[src/rtl/mcs_ram.sv]
// ----------------------------------------------------------------------------
// mcs_ram
// generic single write port, single read port ram with registered read
// ----------------------------------------------------------------------------
module mcs_ram #(
  parameter int Width = 8,
  parameter int Depth = 16
) (
  input  logic                     clk_i,
  input  logic                     we_i,
  input  logic [$clog2(Depth)-1:0] waddr_i,
  input  logic [Width-1:0]         wdata_i,
  input  logic                     re_i,
  input  logic [$clog2(Depth)-1:0] raddr_i,
  output logic [Width-1:0]         rdata_o
);

  logic [Width-1:0] mem_q [Depth];
  logic [Width-1:0] rdata_q;

  always_ff @(posedge clk_i) begin
    if (we_i) begin
      mem_q[waddr_i] <= wdata_i;
    end
    if (re_i) begin
      rdata_q <= mem_q[raddr_i];
    end
  end

  assign rdata_o = rdata_q;

endmodule

[config.mk]
export PLATFORM = sky130hd
export DESIGN_NAME = mcs_ram
export DESIGN_NICKNAME = d
export VERILOG_FILES = /design/src/rtl/mcs_ram.sv
export SDC_FILE = /design/constraint.sdc
export NUM_CORES = 1
export LEC_CHECK = 0
export ABC_AREA = 1
export BUFFER_PORTS_ARGS = -buffer_cell sky130_fd_sc_hd__buf_2
export CAP_MARGIN = 10
export CORE_UTILIZATION = 55
export CTS_BUF_LIST = sky130_fd_sc_hd__clkbuf_8
export CTS_CLUSTER_SIZE = 25
export DETAILED_ROUTE_END_ITERATION = 7
export PLACE_DENSITY = 0.73
export SLEW_MARGIN = 10
export SYNTH_ARGS = -nofsm -noshare
export SYNTH_HDL_FRONTEND = slang
export SYNTH_SLANG_ARGS = --single-unit
[constraint.sdc]
create_clock -name clk_i -period 1.35 [get_ports clk_i]
set_input_delay 0 -clock clk_i [delete_from_list [all_inputs] [get_ports clk_i]]
set_output_delay 0 -clock clk_i [all_outputs]
set_load 0.01 [all_outputs]
==> results of run 1 <==
-- where the power goes --
part | internal (mW) | total, mW | leakage (nW) | switching (mW)
logic | 0.189 | 0.597 | 1.46 | 0.409
registers | 4.75 | 4.78 | 1.24 | 0.0300
clock network | 1.80 | 3.31 | 0.202 | 1.51
-- kinds of logic after synthesis --
group,Yosys count
DFF,136
and+or+nand+nor,289
buffers and inverters,126
-- what timing repair did --
action                                  4_1_cts  5_1_grt
setup buffers                                 0        0
hold buffers                                  9        0
endpoints found under the setup margin        0        0
hold endpoints to repair                    129        0
-- synth_stat cells --
master	number	area, um2
nand3b_1	2	15.0
buf_1	1	3.75
inv_2	2	7.51
buf_6	6	67.6
edfxtp_1	136	4080
nor2_1	17	63.8
inv_1	100	375
nand3_1	97	485
nand2_1	173	649
buf_4	4	30.0
buf_2	13	65.1
-- flip-flops by register name, indices dropped and copies added, names as in the netlist --
| register | count |
|---|---|
| mem_q | 128 |
| rdata_o | 8 |
-- metal layers --
layer  up-vias  track usage, %  part of all wire [%]  routed length [um]
met1      1823            33.6                    42                5310
met2       179            37.8                    48                6040
met3        36            6.11                   7.5                 949
met5         -               0                     0                   0
met4         0            12.6                   2.8                 357
li1       1882               -                     -                   -
-- layout make-up --
type	count	area, um2
repair buffers	58	418
multi-input cells	289	1210
inverters	102	383
clock buffers	17	234
clock inverters	14	159
fillers	779	3660
flip-flops and latches	136	4080
well taps	136	170
-- metrics by stage --
stage / power [mW] / hold WS [ps] / area [um2] / worst slack [ps]
after global routing: 8.95 / 22.3 / 6660 / 115
after CTS: 8.71 / 4.48 / 6660 / 206
after global placement: 5.43 / 374 / 6180 / 165
after detailed placement: 5.45 / 371 / 6180 / 152
after floorplan: 5.21 / 98.9 / 5850 / 399
final: 8.69 / 38.8 / 6660 / 208
-- worst max-delay path by stage --
stage / endpoint / depth (start not counted)
finish: rdata_o[5]$_DFFE_PP_ / 6
global route: rdata_o[2]$_DFFE_PP_ / 6
CTS: rdata_o[5]$_DFFE_PP_ / 6
detailed placement: rdata_o[4]$_DFFE_PP_ / 6
global placement: rdata_o[5]$_DFFE_PP_ / 6
floorplan: mem_q[10][0]$_DFFE_PP_ / 2
-- tightest hold or removal path, cell delays in order --
cell,delay (ps)
buf_2,210
nand3_1,110
nand2_1,50
==> qor.csv, run 1 <==
stage,metric,value,unit
cells_and_area,Post-Layout Cell Count,752,
setup_path,CP Launch Point,mem_q[9][5]$_DFFE_PP_,
setup_path,FF-to-FF path depth,6,
clock_tree,# resized after CTS,0,
setup_path,Crit path arrival time,1330,ps
yosys,multiplexer share of the synthesized area,0,%
grt,GRT overflow,0,
die,full die area,11000,um2
grt,first-pass GRT wire length,19700,um
timing,RSZ-0062 raised after global routing,no,
route,routed wire length per instance,16.8,um
setup_path,critical-path cell list,inv_1 > nand2_1 > nand3_1 > nand3_1 > nand3_1 > nand2_1,
yosys,largest family of logic cells by synthesized area,simple AND/OR/NAND/NOR gates,
grt,vias in the first global route,3773,
power,LEAKAGE,2.90,nW
placed_design,placed instance count,712,
status,status,"complete, no violations",
timing,Slew Limit Fails,0,
yosys,syn_area_per_cell,10.6,um2
power,PD cells,1300,nW/um2
setup_path,Crit path top cell by count,nand3_1,
yosys,xor/xnor cell area share of the yosys netlist,0,%
setup_path,critical path's top delay family,simple AND/OR/NAND/NOR gates,
die,Die Y,105,um
yosys,Netlist cell types,11,
grt,GRT Total Usage,24.9,%
setup_path,"Max FO, Critical Path",1,
worst_hold_path,hold_sp,raddr_i[3],
placed_design,DP Wirelength,7760,um
worst_hold_path,Worst Hold Class,primary input to flop,
yosys,Compound-Gate Fraction of Synth Area,0,%
placed_design,GPL Wtd Cong,0.854,
clock_tree,total CTS buffers,17,
worst_hold_path,worst hold path stage count,3,
timing,Tightest Pin Transition,613,ps
setup_path,Worst R2R Setup Slack,210,ps
yosys,Synth warnings,0,
cells_and_area,Ant. Diodes,0,
route,Vias/cell,5.21,
clock_tree,CTS tree,done,
route,Post-Route WL,12700,um
clock_tree,CTS H-tree lvls,4,
timing,Final Hold Viols,0,
timing,# setup viols final,0,
clock_tree,Clock Pin Slew Worst Setup and Hold Paths,80,ps
yosys,Seq cells post-synth,136,
cells_and_area,layout net count,623,
route,1st-iter DRT viols,365,
yosys,Post-Synth Adder-Cell Area,0,%
timing,Final Skew,7.44,ps
timing,Worst slew margin,59.1,%
route,post-route ant nets,0,
timing,Final min period,1140,ps
power,worst vdd ir,0.000649,V
grt,largest net degree at the start of global routing,65,
clock_tree,clock sink count,136,
placed_design,IO Port Bufs,26,
cells_and_area,most frequent cells in the layout,"nand2_1 (173), edfxtp_1 (136), inv_1 (101), nand3_1 (97), buf_2 (26)",
setup_path,RR Startpoint,mem_q[9][5]$_DFFE_PP_,
worst_hold_path,hold endpoint,rdata_o[0]$_DFFE_PP_,
timing,final setup TNS,0,ps
setup_path,Setup crit start kind,flop,
cells_and_area,layout cells sized above 1,12.8,%
die,core outline area,10300,um2
yosys,synthesized instance count,551,
setup_path,worst reg2reg path endpoint,rdata_o[5]$_DFFE_PP_,
setup_path,Setup CP Type,flop to flop,
grt,initial antenna violation count,0,
route,DRC,0,
setup_path,Worst path slowest cell,edfxtp_1,
yosys,sequential element share of the synthesized area,69.8,%
clock_tree,maximum clock path buffer count,2,
setup_path,WP data required,1530,ps
clock_tree,clock root cell,clkbuf_8,
die,die width,105,um
cells_and_area,Final Core Density,64.5,%
die,io pins,27,
route,drt pass-1 iters,5,
cells_and_area,P&R area growth vs syn,13.9,%
cells_and_area,"commonest non-fill, non-tap cell in the layout",nand2_1,
route,via count,3920,
clock_tree,Clock Latency Late Sink,430,ps
yosys,mapped cell area,5850,um2
die,Initial Util,56.6,%
timing,crit share post-route,84.6,%
timing,Max Fclk,876,MHz
job,max capacitance violation total,0,
setup_path,worst path bufs/invs,1,
die,row count,37,
yosys,area share of and/or/nand/nor cells after synthesis,20.8,%
setup_path,Crit path largest cell delay,380,ps
yosys,post-synthesis net count,570,
setup_path,Critical Path Sink Type,flop,
Note: power is estimated with default switching activity, not from simulation.
==> inputs of run 2 (changes only) <==
==> constraint.sdc (replaced) <==
create_clock -name clk_i -period 1.1 [get_ports clk_i]
set_input_delay 0 -clock clk_i [delete_from_list [all_inputs] [get_ports clk_i]]
set_output_delay 0 -clock clk_i [all_outputs]
set_load 0.01 [all_outputs]
==> run 2 against run 1 <==
  * Cell area is 3.7% higher
  * Worst hold slack gained 67 ps
  * Sequential cell count did not move
  * Sequential power increased by 23%
  * Count of clock-buffer cells in the layout unchanged
  * Largest cell class unchanged
  * Total power grew 26%
  * Clock power grew 29%
  * Combinational power increased by 36%
  * First-iteration DRC count increased by 0.27%
  * Register-to-register slack worse by 200 ps
  * Routed wire length increased by 4.7%
==> qor.csv, run 2 (synthesized netlist as in run 1, its figures left out) <==
stage,metric,value,unit
status,status,"complete, no violations",
route,post-route ant nets,0,
cells_and_area,Reg with most FFs,mem_q,
timing,Final Skew,8.22,ps
setup_path,Crit path arrival time,1270,ps
placed_design,IO Port Bufs,26,
clock_tree,CTS H-tree lvls,4,
power,Power Total,11.0,mW
grt,initial antenna violation count,0,
timing,Max Fclk,918,MHz
grt,vias in the first global route,3968,
route,Post-Route WL,13300,um
grt,GRT Total Usage,25.9,%
setup_path,Setup crit start kind,flop,
cells_and_area,Ant. Diodes,0,
cells_and_area,layout net count,626,
cells_and_area,Final Core Density,66.9,%
die,full die area,11000,um2
placed_design,DP Wirelength,8060,um
route,DR top layer,met4,
placed_design,placed instance count,715,
route,via count,3960,
route,Vias/cell,5.24,
setup_path,WP data required,1280,ps
setup_path,Setup CP Type,flop to flop,
setup_path,Critical Path Sink Type,flop,
power,worst vdd ir,0.000841,V
setup_path,critical-path cell list,inv_1 > nand2_1 > nand3_1 > nand3_2 > nand3_2 > nand2_1,
route,met2 WL,6700,um
cells_and_area,layout cells sized above 1,18.7,%
cells_and_area,fill count,772,
timing,Final Hold Viols,0,
cells_and_area,most frequent cells in the layout,"nand2_1 (173), edfxtp_1 (136), inv_1 (101), nand3_1 (65), nand3_2 (32)",
die,core outline area,10300,um2
route,drt pass-1 iters,5,
clock_tree,total CTS buffers,17,
clock_tree,CTS tree,done,
grt,largest net degree at the start of global routing,65,
timing,RSZ-0062 raised after global routing,yes,
clock_tree,Clock Pin Slew Worst Setup and Hold Paths,70,ps
die,Die Y,105,um
clock_tree,maximum clock path buffer count,2,
power,LEAKAGE,3.00,nW
die,Initial Util,56.6,%
placed_design,GPL Wtd Cong,0.836,
setup_path,Worst path slowest cell,edfxtp_1,
job,max capacitance violation total,0,
setup_path,Crit path largest cell delay,380,ps
route,1st-iter DRT viols,366,
die,io pins,27,
clock_tree,postcts setup bufs,0,
timing,Worst slew margin,54.7,%
die,die width,105,um
cells_and_area,max reg flops,128,
timing,# setup viols final,0,
cells_and_area,Post-Layout Cell Count,756,
timing,worst hold slack,106,ps
timing,Final WS setup,10.8,ps
route,routed wire length per instance,17.5,um
timing,Slew Limit Fails,0,
worst_hold_path,Worst Hold Class,primary input to flop,
route,WL met1,5000,um
setup_path,"Max FO, Critical Path",1,
route,routed wire length on met3,1320,um
power,PD cells,1590,nW/um2
grt,GRT overflow,0,
clock_tree,clock sink count,136,
placed_design,dpl ws,-136,ps
cells_and_area,design area,6910,um2
cells_and_area,"commonest non-fill, non-tap cell in the layout",nand2_1,
die,row count,37,
grt,first-pass GRT wire length,20700,um
timing,Tightest Pin Transition,678,ps
clock_tree,clock root cell,clkbuf_8,
placed_design,placed cell areas,6240,um2
clock_tree,Clock Latency Late Sink,430,ps
timing,Final min period,1090,ps
timing,crit share post-route,99.0,%
route,DRC,0,
cells_and_area,P&R area growth vs syn,18.2,%
timing,final setup TNS,0,ps
==> run 2: cell types whose count changed in the layout (fill, tap and decap cells not counted), sizes merged <==
cell | before | now
buf | 49 | 52
clkinv | 8 | 6
clkinvlp | 1 | 3
bufinv | 3 | 4
==> run 2: layout make-up <==
type                    instances  area (um2)  share of cell area (%)
multi-input cells             289        1370                    19.9
well taps                     136         170                    2.46
repair buffers                 61         478                    6.92
inverters                     102         383                    5.54
clock buffers                  17         234                    3.39
clock inverters                15         186                    2.70
flip-flops and latches        136        4080                    59.1
==> run 2: worst max-delay path, delay by kind of cell (launching register included) <==
kind          cells  cell delay [ps]
simple gates      5              390
flops             1              380
buf+inv           1               80
==> run 2: worst paths after layout <==
kind / start / cells after the start / to / slack (ps)
worst max-delay path: mem_q[13][0]$_DFFE_PP_ / 6 / rdata_o[0]$_DFFE_PP_ / 10
worst min-delay path: raddr_i[3] / 4 / rdata_o[3]$_DFFE_PP_ / 110
worst min register to register: mem_q[1][3]$_DFFE_PP_ / 6 / rdata_o[3]$_DFFE_PP_ / 760
worst max register to register: mem_q[13][0]$_DFFE_PP_ / 6 / rdata_o[0]$_DFFE_PP_ / 10
==> run 2: power by group <==
part / leakage [nW] / switching [mW] / internal [mW]
Sequential: 1.24 / 0.0400 / 5.83
Clock: 0.211 / 1.84 / 2.44
Combinational: 1.56 / 0.540 / 0.272
Total: 3.00 / 2.42 / 8.54
==> run 2: routing by layer <==
| metal | up-vias | global-route usage, % |
|---|---|---|
| met5 | - | 0 |
| met1 | 1828 | 33.0 |
| li1 | 1893 | - |
| met2 | 214 | 42.6 |
| met4 | 0 | 9.15 |
| met3 | 25 | 7.55 |
==> run 2: what timing repair did <==
action / 4_1_cts / 5_1_grt
resized for setup: 8 / 25
pin swaps: 3 / 17
endpoints found under the hold margin: 118 / 0
endpoints found under the setup margin: 6 / 8
hold buffers: 9 / 0
